[src/design/fwc_pkg.sv]
// Shared types, constants and codes of the flash write-combining chunker.
// Used by every module of the block; depends on nothing else.
`default_nettype none

package fwc_pkg;

    // Buffer geometry.
    localparam int BUFFER_BYTES = 32;
    localparam int BUF_AW       = $clog2(BUFFER_BYTES);
    localparam int CNT_W        = $clog2(BUFFER_BYTES + 1);

    // Field widths.
    localparam int ADDR_W = 32;
    localparam int SIZE_W = 13;
    localparam int BIDX_W = 12;
    localparam int LEN_W  = 17;
    localparam int CMAX_W = 6;
    localparam int EA_W   = 17;
    localparam int BYTE_W = 8;
    localparam int KIND_W = 2;

    // Configuration port.
    localparam int CFG_IDX_W  = 1;
    localparam int CFG_DATA_W = 17;
    localparam logic [CFG_IDX_W-1:0] CFG_CHUNK_MAX   = 1'b0;
    localparam logic [CFG_IDX_W-1:0] CFG_ERASE_ALIGN = 1'b1;

    // Reset values of the configuration registers.
    localparam int CMAX_RESET = (BUFFER_BYTES < 32) ? BUFFER_BYTES : 32;
    localparam logic [EA_W-1:0] EA_RESET = 17'd4096;

    // Packets end at the latest after 4096 bytes, when the byte index reaches this value.
    localparam logic [BIDX_W-1:0] BIDX_MAX = 12'd4095;

    // Command codes of an input word.
    localparam logic CMD_BYTE   = 1'b0;
    localparam logic CMD_FINISH = 1'b1;

    // Width of the serial remainder unit step counter.
    localparam int DIV_CNT_W = $clog2(ADDR_W + 1);

    // Work queue between front and back.
    localparam int QDEPTH = 2;
    localparam int QPTR_W = 1;
    localparam int QCNT_W = $clog2(QDEPTH + 1);

    // Result kinds.
    typedef enum logic [KIND_W-1:0] {
        KIND_ERASE  = 2'd0,
        KIND_WRITE  = 2'd1,
        KIND_STATUS = 2'd2
    } kind_t;

    // One unit of work handed from the front to the back, in this order:
    // an optional flush, an optional buffer store, an optional flush of a
    // full buffer, and an optional status word.
    typedef struct packed {
        logic              fa_en;
        logic [ADDR_W-1:0] fa_base;
        logic [CNT_W-1:0]  fa_cnt;
        logic              st_en;
        logic [BUF_AW-1:0] st_idx;
        logic [BYTE_W-1:0] st_byte;
        logic              fb_en;
        logic [ADDR_W-1:0] fb_base;
        logic              stat_en;
        logic              stat_ok;
    } fwc_entry_t;

    // Back-end sequencer states.
    typedef enum logic [2:0] {
        BK_IDLE,
        BK_MOD,
        BK_CHUNK,
        BK_ERASE,
        BK_WRITE,
        BK_STORE,
        BK_STATUS
    } back_state_t;

endpackage

`default_nettype wire

[src/design/fwc_front.sv]
// Front end: accepts input words, tracks the buffered address run and the
// packet position, and turns each word into one work entry. Uses fwc_pkg.
`default_nettype none

module fwc_front (
    input  wire logic                       clk,
    input  wire logic                       rst_n,
    input  wire logic                       in_valid,
    output logic                            in_ready,
    input  wire logic                       cmd,
    input  wire logic [fwc_pkg::ADDR_W-1:0] packet_addr,
    input  wire logic [fwc_pkg::SIZE_W-1:0] packet_size,
    input  wire logic [fwc_pkg::BYTE_W-1:0] data_byte,
    input  wire logic                       clear,
    input  wire logic                       q_full,
    output logic                            push,
    output fwc_pkg::fwc_entry_t             entry
);
    import fwc_pkg::*;

    logic [CNT_W-1:0]  fill_reg, fill_next;
    logic [ADDR_W-1:0] base_reg, base_next;
    logic [BIDX_W-1:0] bidx_reg, bidx_next;
    logic              rej_reg, rej_next;

    logic [SIZE_W-1:0] psize_eff;
    logic [ADDR_W-1:0] run_end;
    logic [CNT_W-1:0]  free_bytes;
    logic              first_byte;
    logic              flush_a;
    logic              rej;
    logic [CNT_W-1:0]  fill_a;
    logic [CNT_W-1:0]  fill_s;
    logic [ADDR_W-1:0] base_a;
    logic [ADDR_W-1:0] base_s;
    logic              full;
    logic              pkt_end;

    assign in_ready = !q_full;
    assign push     = in_valid && !q_full;

    // Classify the word and work out the new bookkeeping state.
    always_comb
    begin
        psize_eff  = (packet_size == '0) ? SIZE_W'(1) : packet_size;
        run_end    = base_reg + ADDR_W'(fill_reg);
        free_bytes = CNT_W'(BUFFER_BYTES) - fill_reg;
        first_byte = (bidx_reg == '0);

        flush_a = first_byte &&
                  ((psize_eff > SIZE_W'(free_bytes)) || (packet_addr != run_end));
        rej     = first_byte ? (psize_eff > SIZE_W'(BUFFER_BYTES)) : rej_reg;
        fill_a  = flush_a ? '0 : fill_reg;
        base_a  = flush_a ? run_end : base_reg;
        base_s  = (fill_a == '0) ? (packet_addr + ADDR_W'(bidx_reg)) : base_a;
        fill_s  = fill_a + CNT_W'(1);
        full    = !rej && (fill_s == CNT_W'(BUFFER_BYTES));
        pkt_end = (({1'b0, bidx_reg} + SIZE_W'(1)) >= psize_eff) || (bidx_reg == BIDX_MAX);

        entry.st_byte = data_byte;
        entry.st_idx  = fill_a[BUF_AW-1:0];
        entry.fa_base = base_reg;
        entry.fa_cnt  = fill_reg;
        entry.fb_base = base_reg;

        if (cmd == CMD_FINISH)
        begin
            entry.fa_en   = (fill_reg != '0);
            entry.st_en   = 1'b0;
            entry.fb_en   = 1'b0;
            entry.stat_en = 1'b1;
            entry.stat_ok = 1'b1;
            base_next     = run_end;
            fill_next     = '0;
            bidx_next     = '0;
            rej_next      = 1'b0;
        end
        else
        begin
            entry.fa_en   = flush_a && (fill_reg != '0);
            entry.st_en   = !rej;
            // A full buffer can only follow a store into a non-empty run,
            // so the run base is still the registered one.
            entry.fb_en   = full;
            entry.stat_en = pkt_end;
            entry.stat_ok = !rej;
            if (rej)
            begin
                base_next = base_a;
                fill_next = fill_a;
            end
            else if (full)
            begin
                base_next = base_reg + ADDR_W'(BUFFER_BYTES);
                fill_next = '0;
            end
            else
            begin
                base_next = base_s;
                fill_next = fill_s;
            end
            bidx_next = pkt_end ? '0 : (bidx_reg + BIDX_W'(1));
            rej_next  = pkt_end ? 1'b0 : rej;
        end
    end

    // Bookkeeping registers; a chunk size write empties the buffer.
    always_ff @(posedge clk or negedge rst_n)
    begin
        if (!rst_n)
        begin
            fill_reg <= '0;
            base_reg <= '0;
            bidx_reg <= '0;
            rej_reg  <= 1'b0;
        end
        else if (clear)
        begin
            fill_reg <= '0;
            base_reg <= '0;
        end
        else if (push)
        begin
            fill_reg <= fill_next;
            base_reg <= base_next;
            bidx_reg <= bidx_next;
            rej_reg  <= rej_next;
        end
    end

endmodule

`default_nettype wire

[src/design/fwc_queue.sv]
// Short work queue between the front end and the back end.
// Holds fwc_pkg::fwc_entry_t words; uses fwc_pkg.
`default_nettype none

module fwc_queue (
    input  wire logic                clk,
    input  wire logic                rst_n,
    input  wire logic                push,
    input  wire fwc_pkg::fwc_entry_t push_data,
    input  wire logic                pop,
    output fwc_pkg::fwc_entry_t      pop_data,
    output logic                     full,
    output logic                     empty
);
    import fwc_pkg::*;

    fwc_entry_t        slot_reg [QDEPTH];
    logic [QPTR_W-1:0] wr_ptr_reg, wr_ptr_next;
    logic [QPTR_W-1:0] rd_ptr_reg, rd_ptr_next;
    logic [QCNT_W-1:0] count_reg, count_next;

    assign full     = (count_reg == QCNT_W'(QDEPTH));
    assign empty    = (count_reg == '0);
    assign pop_data = slot_reg[rd_ptr_reg];

    // Pointer and occupancy update.
    always_comb
    begin
        wr_ptr_next = wr_ptr_reg;
        rd_ptr_next = rd_ptr_reg;
        count_next  = count_reg;
        if (push)
        begin
            wr_ptr_next = (wr_ptr_reg == QPTR_W'(QDEPTH - 1)) ? '0 : (wr_ptr_reg + QPTR_W'(1));
        end
        if (pop)
        begin
            rd_ptr_next = (rd_ptr_reg == QPTR_W'(QDEPTH - 1)) ? '0 : (rd_ptr_reg + QPTR_W'(1));
        end
        if (push && !pop)
        begin
            count_next = count_reg + QCNT_W'(1);
        end
        else if (pop && !push)
        begin
            count_next = count_reg - QCNT_W'(1);
        end
    end

    always_ff @(posedge clk or negedge rst_n)
    begin
        if (!rst_n)
        begin
            wr_ptr_reg <= '0;
            rd_ptr_reg <= '0;
            count_reg  <= '0;
        end
        else
        begin
            wr_ptr_reg <= wr_ptr_next;
            rd_ptr_reg <= rd_ptr_next;
            count_reg  <= count_next;
        end
    end

    // Entry storage.
    always_ff @(posedge clk)
    begin
        if (push)
        begin
            slot_reg[wr_ptr_reg] <= push_data;
        end
    end

endmodule

`default_nettype wire

[src/design/fwc_mod.sv]
// Serial remainder unit: address modulo erase block size, one dividend
// bit per cycle. Uses fwc_pkg.
`default_nettype none

module fwc_mod (
    input  wire logic                       clk,
    input  wire logic                       rst_n,
    input  wire logic                       start,
    input  wire logic [fwc_pkg::ADDR_W-1:0] dividend,
    input  wire logic [fwc_pkg::EA_W-1:0]   divisor,
    output logic                            done,
    output logic [fwc_pkg::EA_W-1:0]        remainder
);
    import fwc_pkg::*;

    logic                 busy_reg;
    logic                 done_reg;
    logic [DIV_CNT_W-1:0] cnt_reg;
    logic [ADDR_W-1:0]    dvd_reg;
    logic [EA_W-1:0]      rem_reg, rem_next;
    logic [EA_W:0]        trial;

    assign done      = done_reg;
    assign remainder = rem_reg;

    // One restoring step: bring in the next dividend bit, subtract if it fits.
    always_comb
    begin
        trial    = {rem_reg, dvd_reg[ADDR_W-1]};
        rem_next = (trial >= {1'b0, divisor}) ? EA_W'(trial - {1'b0, divisor})
                                              : trial[EA_W-1:0];
    end

    always_ff @(posedge clk or negedge rst_n)
    begin
        if (!rst_n)
        begin
            busy_reg <= 1'b0;
            done_reg <= 1'b0;
            cnt_reg  <= '0;
        end
        else
        begin
            done_reg <= busy_reg && (cnt_reg == DIV_CNT_W'(1));
            if (start)
            begin
                busy_reg <= 1'b1;
                cnt_reg  <= DIV_CNT_W'(ADDR_W);
            end
            else if (busy_reg)
            begin
                cnt_reg <= cnt_reg - DIV_CNT_W'(1);
                if (cnt_reg == DIV_CNT_W'(1))
                begin
                    busy_reg <= 1'b0;
                end
            end
        end
    end

    // Datapath of the division.
    always_ff @(posedge clk)
    begin
        if (start)
        begin
            dvd_reg <= dividend;
            rem_reg <= '0;
        end
        else if (busy_reg)
        begin
            dvd_reg <= {dvd_reg[ADDR_W-2:0], 1'b0};
            rem_reg <= rem_next;
        end
    end

endmodule

`default_nettype wire

[src/design/fwc_back.sv]
// Back end: owns the byte buffer, carries out work entries (flushes cut
// into chunks with erase words, stores, status) and drives the output
// register. Uses fwc_pkg and fwc_mod.
`default_nettype none

module fwc_back (
    input  wire logic                       clk,
    input  wire logic                       rst_n,
    input  wire logic                       q_empty,
    input  wire fwc_pkg::fwc_entry_t        q_data,
    output logic                            q_pop,
    input  wire logic [fwc_pkg::CNT_W-1:0]  cmax,
    input  wire logic [fwc_pkg::EA_W-1:0]   ea,
    output logic                            out_valid,
    input  wire logic                       out_ready,
    output logic [fwc_pkg::KIND_W-1:0]      kind,
    output logic [fwc_pkg::ADDR_W-1:0]      target_addr,
    output logic [fwc_pkg::LEN_W-1:0]       length,
    output logic [fwc_pkg::BYTE_W-1:0]      out_byte,
    output logic                            chunk_first,
    output logic                            chunk_last,
    output logic                            ok,
    output logic                            last
);
    import fwc_pkg::*;

    back_state_t       state_reg, state_next;
    fwc_entry_t        ent_reg, ent_next;
    logic              phase_b_reg, phase_b_next;
    logic [ADDR_W-1:0] addr_reg, addr_next;
    logic [CNT_W-1:0]  pos_reg, pos_next;
    logic [CNT_W-1:0]  rem_reg, rem_next;
    logic [CNT_W-1:0]  size_reg, size_next;
    logic [CNT_W-1:0]  k_reg, k_next;
    logic [EA_W-1:0]   mod_reg, mod_next;

    logic [BYTE_W-1:0] buf_mem [BUFFER_BYTES];
    logic [BYTE_W-1:0] rd_data_reg;
    logic              mem_we;

    logic              out_valid_reg, out_valid_next;
    logic [KIND_W-1:0] kind_reg, kind_next;
    logic [ADDR_W-1:0] target_addr_reg, target_addr_next;
    logic [LEN_W-1:0]  length_reg, length_next;
    logic [BYTE_W-1:0] out_byte_reg, out_byte_next;
    logic              chunk_first_reg, chunk_first_next;
    logic              chunk_last_reg, chunk_last_next;
    logic              ok_reg, ok_next;
    logic              last_reg, last_next;
    logic              out_load;

    logic              slot_free;
    logic [CNT_W-1:0]  chunk_size;
    logic              erase_hit;
    logic              k_last;
    logic [CNT_W-1:0]  rem_after;
    logic              flush_done;
    logic              final_flush;
    logic [EA_W:0]     mod_inc;
    logic              mod_start;
    logic [ADDR_W-1:0] mod_dividend;
    logic              mod_done;
    logic [EA_W-1:0]   mod_rem;
    back_state_t       flush_entry_state;
    back_state_t       after_flush_state;

    fwc_mod u_mod (
        .clk       (clk),
        .rst_n     (rst_n),
        .start     (mod_start),
        .dividend  (mod_dividend),
        .divisor   (ea),
        .done      (mod_done),
        .remainder (mod_rem)
    );

    assign out_valid   = out_valid_reg;
    assign kind        = kind_reg;
    assign target_addr = target_addr_reg;
    assign length      = length_reg;
    assign out_byte    = out_byte_reg;
    assign chunk_first = chunk_first_reg;
    assign chunk_last  = chunk_last_reg;
    assign ok          = ok_reg;
    assign last        = last_reg;

    // Shared conditions of the flush walk.
    always_comb
    begin
        slot_free   = !out_valid_reg || out_ready;
        chunk_size  = (cmax < rem_reg) ? cmax : rem_reg;
        erase_hit   = (ea != '0) && (mod_reg == '0);
        k_last      = ((k_reg + CNT_W'(1)) == size_reg);
        rem_after   = rem_reg - size_reg;
        flush_done  = k_last && (rem_after == '0);
        final_flush = phase_b_reg ? !ent_reg.stat_en : (!ent_reg.fb_en && !ent_reg.stat_en);
        mod_inc     = {1'b0, mod_reg} + (EA_W + 1)'(1);
        flush_entry_state = (ea != '0) ? BK_MOD : BK_CHUNK;
        if (phase_b_reg)
        begin
            after_flush_state = ent_reg.stat_en ? BK_STATUS : BK_IDLE;
        end
        else if (ent_reg.st_en)
        begin
            after_flush_state = BK_STORE;
        end
        else
        begin
            after_flush_state = ent_reg.stat_en ? BK_STATUS : BK_IDLE;
        end
    end

    // Next state of the sequencer.
    always_comb
    begin
        state_next = state_reg;
        unique case (state_reg)
            BK_IDLE:
            begin
                if (!q_empty)
                begin
                    if (q_data.fa_en)
                    begin
                        state_next = flush_entry_state;
                    end
                    else if (q_data.st_en)
                    begin
                        state_next = BK_STORE;
                    end
                    else if (q_data.stat_en)
                    begin
                        state_next = BK_STATUS;
                    end
                end
            end
            BK_MOD:
            begin
                if (mod_done)
                begin
                    state_next = BK_CHUNK;
                end
            end
            BK_CHUNK:
            begin
                state_next = erase_hit ? BK_ERASE : BK_WRITE;
            end
            BK_ERASE:
            begin
                if (slot_free)
                begin
                    state_next = BK_WRITE;
                end
            end
            BK_WRITE:
            begin
                if (slot_free && k_last)
                begin
                    state_next = flush_done ? after_flush_state : BK_CHUNK;
                end
            end
            BK_STORE:
            begin
                if (ent_reg.fb_en)
                begin
                    state_next = flush_entry_state;
                end
                else
                begin
                    state_next = ent_reg.stat_en ? BK_STATUS : BK_IDLE;
                end
            end
            BK_STATUS:
            begin
                if (slot_free)
                begin
                    state_next = BK_IDLE;
                end
            end
            default:
            begin
                state_next = BK_IDLE;
            end
        endcase
    end

    // Datapath, buffer and output word for each state.
    always_comb
    begin
        ent_next         = ent_reg;
        phase_b_next     = phase_b_reg;
        addr_next        = addr_reg;
        pos_next         = pos_reg;
        rem_next         = rem_reg;
        size_next        = size_reg;
        k_next           = k_reg;
        mod_next         = mod_reg;
        q_pop            = 1'b0;
        mem_we           = 1'b0;
        mod_start        = 1'b0;
        mod_dividend     = q_data.fa_base;
        out_load         = 1'b0;
        kind_next        = KIND_STATUS;
        target_addr_next = '0;
        length_next      = '0;
        out_byte_next    = '0;
        chunk_first_next = 1'b0;
        chunk_last_next  = 1'b0;
        ok_next          = 1'b0;
        last_next        = 1'b0;

        unique case (state_reg)
            BK_IDLE:
            begin
                if (!q_empty)
                begin
                    q_pop        = 1'b1;
                    ent_next     = q_data;
                    phase_b_next = 1'b0;
                    addr_next    = q_data.fa_base;
                    rem_next     = q_data.fa_cnt;
                    pos_next     = '0;
                    mod_start    = q_data.fa_en && (ea != '0);
                end
            end
            BK_MOD:
            begin
                if (mod_done)
                begin
                    mod_next = mod_rem;
                end
            end
            BK_CHUNK:
            begin
                size_next = chunk_size;
                k_next    = '0;
            end
            BK_ERASE:
            begin
                if (slot_free)
                begin
                    out_load         = 1'b1;
                    kind_next        = KIND_ERASE;
                    target_addr_next = addr_reg;
                    length_next      = LEN_W'(ea);
                end
            end
            BK_WRITE:
            begin
                if (slot_free)
                begin
                    out_load         = 1'b1;
                    kind_next        = KIND_WRITE;
                    target_addr_next = addr_reg;
                    length_next      = LEN_W'(size_reg);
                    out_byte_next    = rd_data_reg;
                    chunk_first_next = (k_reg == '0);
                    chunk_last_next  = k_last;
                    last_next        = flush_done && final_flush;
                    addr_next        = addr_reg + ADDR_W'(1);
                    pos_next         = pos_reg + CNT_W'(1);
                    k_next           = k_reg + CNT_W'(1);
                    // Address zero after the wrap is always aligned.
                    if (addr_reg == '1)
                    begin
                        mod_next = '0;
                    end
                    else
                    begin
                        mod_next = (mod_inc == {1'b0, ea}) ? '0 : mod_inc[EA_W-1:0];
                    end
                    if (k_last)
                    begin
                        rem_next = rem_after;
                    end
                end
            end
            BK_STORE:
            begin
                mem_we = 1'b1;
                if (ent_reg.fb_en)
                begin
                    phase_b_next = 1'b1;
                    addr_next    = ent_reg.fb_base;
                    rem_next     = CNT_W'(BUFFER_BYTES);
                    pos_next     = '0;
                    mod_start    = (ea != '0);
                    mod_dividend = ent_reg.fb_base;
                end
            end
            BK_STATUS:
            begin
                if (slot_free)
                begin
                    out_load  = 1'b1;
                    kind_next = KIND_STATUS;
                    ok_next   = ent_reg.stat_ok;
                    last_next = 1'b1;
                end
            end
            default:
            begin
                q_pop = 1'b0;
            end
        endcase

        out_valid_next = out_load || (out_valid_reg && !out_ready);
    end

    // Control registers.
    always_ff @(posedge clk or negedge rst_n)
    begin
        if (!rst_n)
        begin
            state_reg     <= BK_IDLE;
            out_valid_reg <= 1'b0;
        end
        else
        begin
            state_reg     <= state_next;
            out_valid_reg <= out_valid_next;
        end
    end

    // Working and output payload registers.
    always_ff @(posedge clk)
    begin
        ent_reg     <= ent_next;
        phase_b_reg <= phase_b_next;
        addr_reg    <= addr_next;
        pos_reg     <= pos_next;
        rem_reg     <= rem_next;
        size_reg    <= size_next;
        k_reg       <= k_next;
        mod_reg     <= mod_next;
        if (out_load)
        begin
            kind_reg        <= kind_next;
            target_addr_reg <= target_addr_next;
            length_reg      <= length_next;
            out_byte_reg    <= out_byte_next;
            chunk_first_reg <= chunk_first_next;
            chunk_last_reg  <= chunk_last_next;
            ok_reg          <= ok_next;
            last_reg        <= last_next;
        end
    end

    // Byte buffer: one write port, one registered read that follows the
    // walk position so the byte is ready when its word is emitted.
    always_ff @(posedge clk)
    begin
        if (mem_we)
        begin
            buf_mem[ent_reg.st_idx] <= ent_reg.st_byte;
        end
        rd_data_reg <= buf_mem[pos_next[BUF_AW-1:0]];
    end

endmodule

`default_nettype wire

[src/design/flash_write_combine_chunker_core.sv]
// Flash write-combining chunker. A word enters the work queue at its accepting edge and
// the back end pops it when idle; it then stores a byte in BK_STORE and presents a status
// word from BK_STATUS after its other steps. The queue lets the front end accept words while
// the back end is busy. A flush runs the serial address-modulo unit (skipped when the erase
// size is zero), then per chunk a chunk step, an optional erase word and one write word per
// data byte, with output stalls, all in the back end.
`default_nettype none

module flash_write_combine_chunker_core (
    input  wire logic                           clk,
    input  wire logic                           rst_n,
    input  wire logic                           cfg_we,
    input  wire logic [fwc_pkg::CFG_IDX_W-1:0]  cfg_index,
    input  wire logic [fwc_pkg::CFG_DATA_W-1:0] cfg_data,
    input  wire logic                           in_valid,
    output logic                                in_ready,
    input  wire logic                           cmd,
    input  wire logic [fwc_pkg::ADDR_W-1:0]     packet_addr,
    input  wire logic [fwc_pkg::SIZE_W-1:0]     packet_size,
    input  wire logic [fwc_pkg::BYTE_W-1:0]     data_byte,
    output logic                                out_valid,
    input  wire logic                           out_ready,
    output logic [fwc_pkg::KIND_W-1:0]          kind,
    output logic [fwc_pkg::ADDR_W-1:0]          target_addr,
    output logic [fwc_pkg::LEN_W-1:0]           length,
    output logic [fwc_pkg::BYTE_W-1:0]          out_byte,
    output logic                                chunk_first,
    output logic                                chunk_last,
    output logic                                ok,
    output logic                                last
);
    import fwc_pkg::*;

    // Reset empties the buffer, clears the run base and packet position, and sets
    // the chunk size to 32 and the erase size to 4096.

    logic [CNT_W-1:0]  chunk_max_reg;
    logic [EA_W-1:0]   erase_align_reg;
    logic [CMAX_W-1:0] cmax_wr;
    logic [CNT_W-1:0]  cmax_eff;
    logic              clear;

    logic              push;
    logic              pop;
    logic              q_full;
    logic              q_empty;
    fwc_entry_t        push_entry;
    fwc_entry_t        pop_entry;

    // Configuration registers; the chunk size is clamped to the buffer.
    always_comb
    begin
        cmax_wr  = cfg_data[CMAX_W-1:0];
        if (cmax_wr > CMAX_W'(BUFFER_BYTES))
        begin
            cmax_wr = CMAX_W'(BUFFER_BYTES);
        end
        cmax_eff = (chunk_max_reg == '0) ? CNT_W'(1) : chunk_max_reg;
        clear    = cfg_we && (cfg_index == CFG_CHUNK_MAX);
    end

    always_ff @(posedge clk or negedge rst_n)
    begin
        if (!rst_n)
        begin
            chunk_max_reg   <= CNT_W'(CMAX_RESET);
            erase_align_reg <= EA_RESET;
        end
        else if (cfg_we)
        begin
            if (cfg_index == CFG_CHUNK_MAX)
            begin
                chunk_max_reg <= CNT_W'(cmax_wr);
            end
            else
            begin
                erase_align_reg <= cfg_data[EA_W-1:0];
            end
        end
    end

    fwc_front u_front (
        .clk         (clk),
        .rst_n       (rst_n),
        .in_valid    (in_valid),
        .in_ready    (in_ready),
        .cmd         (cmd),
        .packet_addr (packet_addr),
        .packet_size (packet_size),
        .data_byte   (data_byte),
        .clear       (clear),
        .q_full      (q_full),
        .push        (push),
        .entry       (push_entry)
    );

    fwc_queue u_queue (
        .clk       (clk),
        .rst_n     (rst_n),
        .push      (push),
        .push_data (push_entry),
        .pop       (pop),
        .pop_data  (pop_entry),
        .full      (q_full),
        .empty     (q_empty)
    );

    fwc_back u_back (
        .clk         (clk),
        .rst_n       (rst_n),
        .q_empty     (q_empty),
        .q_data      (pop_entry),
        .q_pop       (pop),
        .cmax        (cmax_eff),
        .ea          (erase_align_reg),
        .out_valid   (out_valid),
        .out_ready   (out_ready),
        .kind        (kind),
        .target_addr (target_addr),
        .length      (length),
        .out_byte    (out_byte),
        .chunk_first (chunk_first),
        .chunk_last  (chunk_last),
        .ok          (ok),
        .last        (last)
    );

endmodule

`default_nettype wire

[config.mk]
export PLATFORM = sky130hd
export DESIGN_NAME = flash_write_combine_chunker_core
export DESIGN_NICKNAME = d
export VERILOG_FILES = /design/src/design/fwc_pkg.sv /design/src/design/fwc_front.sv /design/src/design/fwc_queue.sv /design/src/design/fwc_mod.sv /design/src/design/fwc_back.sv /design/src/design/flash_write_combine_chunker_core.sv
export SDC_FILE = /design/constraint.sdc
export NUM_CORES = 1
export LEC_CHECK = 0
export BUFFER_PORTS_ARGS = -buffer_cell sky130_fd_sc_hd__clkbuf_2
export CELL_PAD_IN_SITES_DETAIL_PLACEMENT = 0
export CELL_PAD_IN_SITES_GLOBAL_PLACEMENT = 2
export CORE_MARGIN = 8
export CORE_UTILIZATION = 42
export CTS_BUF_LIST = sky130_fd_sc_hd__clkbuf_16
export CTS_CLUSTER_DIAMETER = 50
export CTS_CLUSTER_SIZE = 10
export DETAILED_ROUTE_END_ITERATION = 12
export HOLD_SLACK_MARGIN = 0.08
export PLACE_DENSITY_LB_ADDON = 0.08
export SLEW_MARGIN = 5
export SYNTH_ARGS = -nofsm -noshare
export SYNTH_HDL_FRONTEND = slang
export SYNTH_SLANG_ARGS = --single-unit
[constraint.sdc]
create_clock -name clk -period 7 [get_ports clk]
set_clock_uncertainty 0.2 [all_clocks]
set_input_delay 0.35 -clock clk [delete_from_list [all_inputs] [get_ports clk]]
set_output_delay 0.35 -clock clk [all_outputs]
set_load 0.05 [all_outputs]
==> results.toml <==
[finish]
drive_gt1_frac = 0.134
largest_reg_flops = 256
finalNetCount = 3641
final_common_cell = "edfxtp_1"
final_cell_count_no_fill = 4701
syn2layout_area_growth_pct = 15.5
final_cell_mix = "580 x edfxtp_1, 498 x nand2_1, 202 x nor2_1, 181 x o21ai_0, 163 x nand3_1"

[power_and_ir_drop]
p_int_mw = 8.52
clockPowerShare = 0.383
finalPower_mw = 12.3
p_comb_frac = 0.188
ir_worst_vdd_v = 0.000217
p_seq_frac = 0.429
switching_share = 0.305
p_sw_mw = 3.74
leakagePower_nw = 15.4
p_per_area_nw_per_um2 = 296

[die]
die_h_um = 308
die_w_um = 308
initial_utilization = 0.422
std_cell_rows = 107
die_area_sq_um = 94900
io_pins = 142
core_sq_um = 84900

[timing]
tightest_slew_ns = 1.15
slew_headroom = 0.233
rsz0062_at_grt = "no"
hold_slack_ns = 0.115
setup_ws_ns = 0.511
setup_tns_ns = 0
finalSetupViolations = 0
fmax_ghz = 0.154
finalCritPeriodShare = 0.927
hold_viol = 0
layout_min_cycle_time_ns = 6.49
drv_slew = 0

[worst_setup_path]
critPathSlowestCell = "or4_4"
crit_required_ns = 7.34
cp_max_fo = 14
setup.worst_path.class = "reg -> reg"
critPathMostFrequentCell = "o21ai_0"
critPathArrivalTime_ns = 6.83
crit_path_start_kind = "flip-flop"
crit_chain = "ha_1, o21ai_0, o21ai_0, buf_4, nand3_1, xnor2_1, o21ai_0, or4_4, or4_4, nand2_2, nand2_1, inv_1, ha_1, and2_1, o21ai_0, o22ai_1, and4_1, inv_1, a21oi_2, nor3_1, buf_4, a22o_1, a2111o_1, nand2_1"
cp-end-kind = "flip-flop"
r2r_slack_ns = 0.51
critPathMaxStageDelay_ns = 0.60

[clocking]
cts_made_buffers = 97
postCtsSetupBuffers = 0
clk_path_buf_depth = 3
cts_max_level = 3
insertion_delay_ns = 0.67
cts_tree = "yes"
clkTransAtPathRegs_ns = 0.05
cts-root-buf = "clkbuf_16"
cts.sinks = 700

[status]
status = "complete, no violations"

[global_route]
grt_pass1_wl_um = 168000
grt-ovfl-total = 0
first_global_vias = 26801
grt_antenna_before_repair = 3
grt_max_degree = 78
grtUsageTotal = 0.229

[placed_design]
dp_slack_ns = 0.383
placedCellCount = 4491
place_congestion = 0.952
port_buffers = 141
hpwl_um = 75700

[logic_synthesis]
synth_top_area_cell = "edfxtp_1"
synth.yosys.seq_area_share = 0.566
synth_top_area_frac = 0.486
synth_flop_cell = "edfxtp_1"
synth_edf_count = 580
syn_nets = 3474
avgSynthCellArea_sq_um = 10.8
ys_seq_elements = 700
ys_async_sr_fraction = 0.129
ys_warn_count = 0
synth_area_leaders = "edfxtp_1 49%, dfrtp_1 6.1%, nand2_1 5.2%"
postSynthCellCount = 3313
synth_area_sq_um = 35800
synth.distinct_cells = 88

[drt]
drtIter0Drc = 1942
final_antenna_net_count = 0
first_pass_iters = 6
vias = 26405
wl_per_cell_um = 23.5
viasPerCell = 5.62
wl_um = 110000
drc = 0

[flow_run]
maxCapViolCount = 0

[hold_path]
hold_class = "in -> async"
==> per-stage QoR <==
step           cell area [sq um]   util
2_1_floorplan              35800      -
3_3_place_gp               37900  0.447
3_5_place_dp               37900  0.447
4_1_cts                    41400  0.488
5_1_grt                    41400  0.488
6_report                   41400  0.488
==> power groups by stage <==
stage          sequential (mW)  clock [mW]  combinational [mW]
6_report                  5.26        4.70                2.30
5_1_grt                   5.30        4.98                2.50
4_1_cts                   5.25        4.81                2.30
3_5_place_dp              5.33           0                2.27
3_3_place_gp              5.32           0                2.26
2_1_floorplan             5.13           0                1.57
==> synth_stat cells, types with 76 or more instances <==
master	count
xor2_1	76
and3_1	86
inv_1	105
nor2_1	206
xnor2_1	131
ha_1	80
nand3_1	163
nand2_1	500
dfrtp_1	88
a21oi_1	146
clkbuf_1	154
edfxtp_1	580
o21ai_0	183
==> timing repair <==
item | in CTS | in global routing
endpoints found under the hold margin | 82 | 0
setup endpoints to repair | 0 | 8
hold buffers | 34 | 0
gates resized for setup | 0 | 3
==> routing by layer <==
layer	vias to the layer above	share of wire	wire length (um)	GRT usage
met4	0	0.028	3120	0.0702
met3	168	0.052	5690	0.0331
li1	12440	-	-	-
met5	-	0	0	0
met2	722	0.48	53200	0.386
met1	13075	0.44	48300	0.304
==> layout make-up <==
class / count / area [sq um]
Clock buffer: 97 / 2430
Timing Repair Buffer: 260 / 1690
Tap cell: 1144 / 1430
Fill cell: 7822 / 43500
Antenna cell: 2 / 5.00
Sequential cell: 700 / 20300
Clock inverter: 77 / 702
Inverter: 106 / 399
Multi-Input combinational cell: 2315 / 14500
==> final timing paths <==
path                                          start  depth (start not counted)                        to
max                             u_front.fill_reg[3]                         24      u_front.base_reg[15]
min                                           rst_n                          2      u_front.base_reg[14]
max reg2reg                     u_front.fill_reg[3]                         24      u_front.base_reg[15]
min reg2reg                u_back.u_mod.dvd_reg[10]                          2  u_back.u_mod.dvd_reg[11]
max in group asynchronous                     rst_n                          3        u_queue.rd_ptr_reg
min in group clk                             cfg_we                          5          chunk_max_reg[5]
==> critical path: cells and delay by family, from the launching register on <==
| kind | cells | cell delay (ns) |
|---|---|---|
| xor gates and xnor gates | 1 | 0.22 |
| AOI/OAI and AO/OA | 8 | 1.70 |
| adders and majority gates | 2 | 0.73 |
| and+or+nand+nor | 9 | 2.23 |
| buffers and inverters | 4 | 0.70 |
| DFF | 1 | 0.54 |
==> kinds of logic (layout without fill, tap and decap cells) <==
| kind of cell | Yosys count | count (layout) | synth area share |
|---|---|---|---|
| buffers and inverters | 298 | 540 | 0.0332 |
| and+or+nand+nor | 1273 | 1273 | 0.170 |
| other | 0 | 2 | 0 |
| xor gates and xnor gates | 208 | 208 | 0.0512 |
| adders and majority gates | 84 | 84 | 0.0302 |
| AOI/OAI and AO/OA | 622 | 622 | 0.112 |
| muxes | 128 | 128 | 0.0379 |
| DFF | 700 | 700 | 0.566 |
Power figures use the tool's default switching activity.
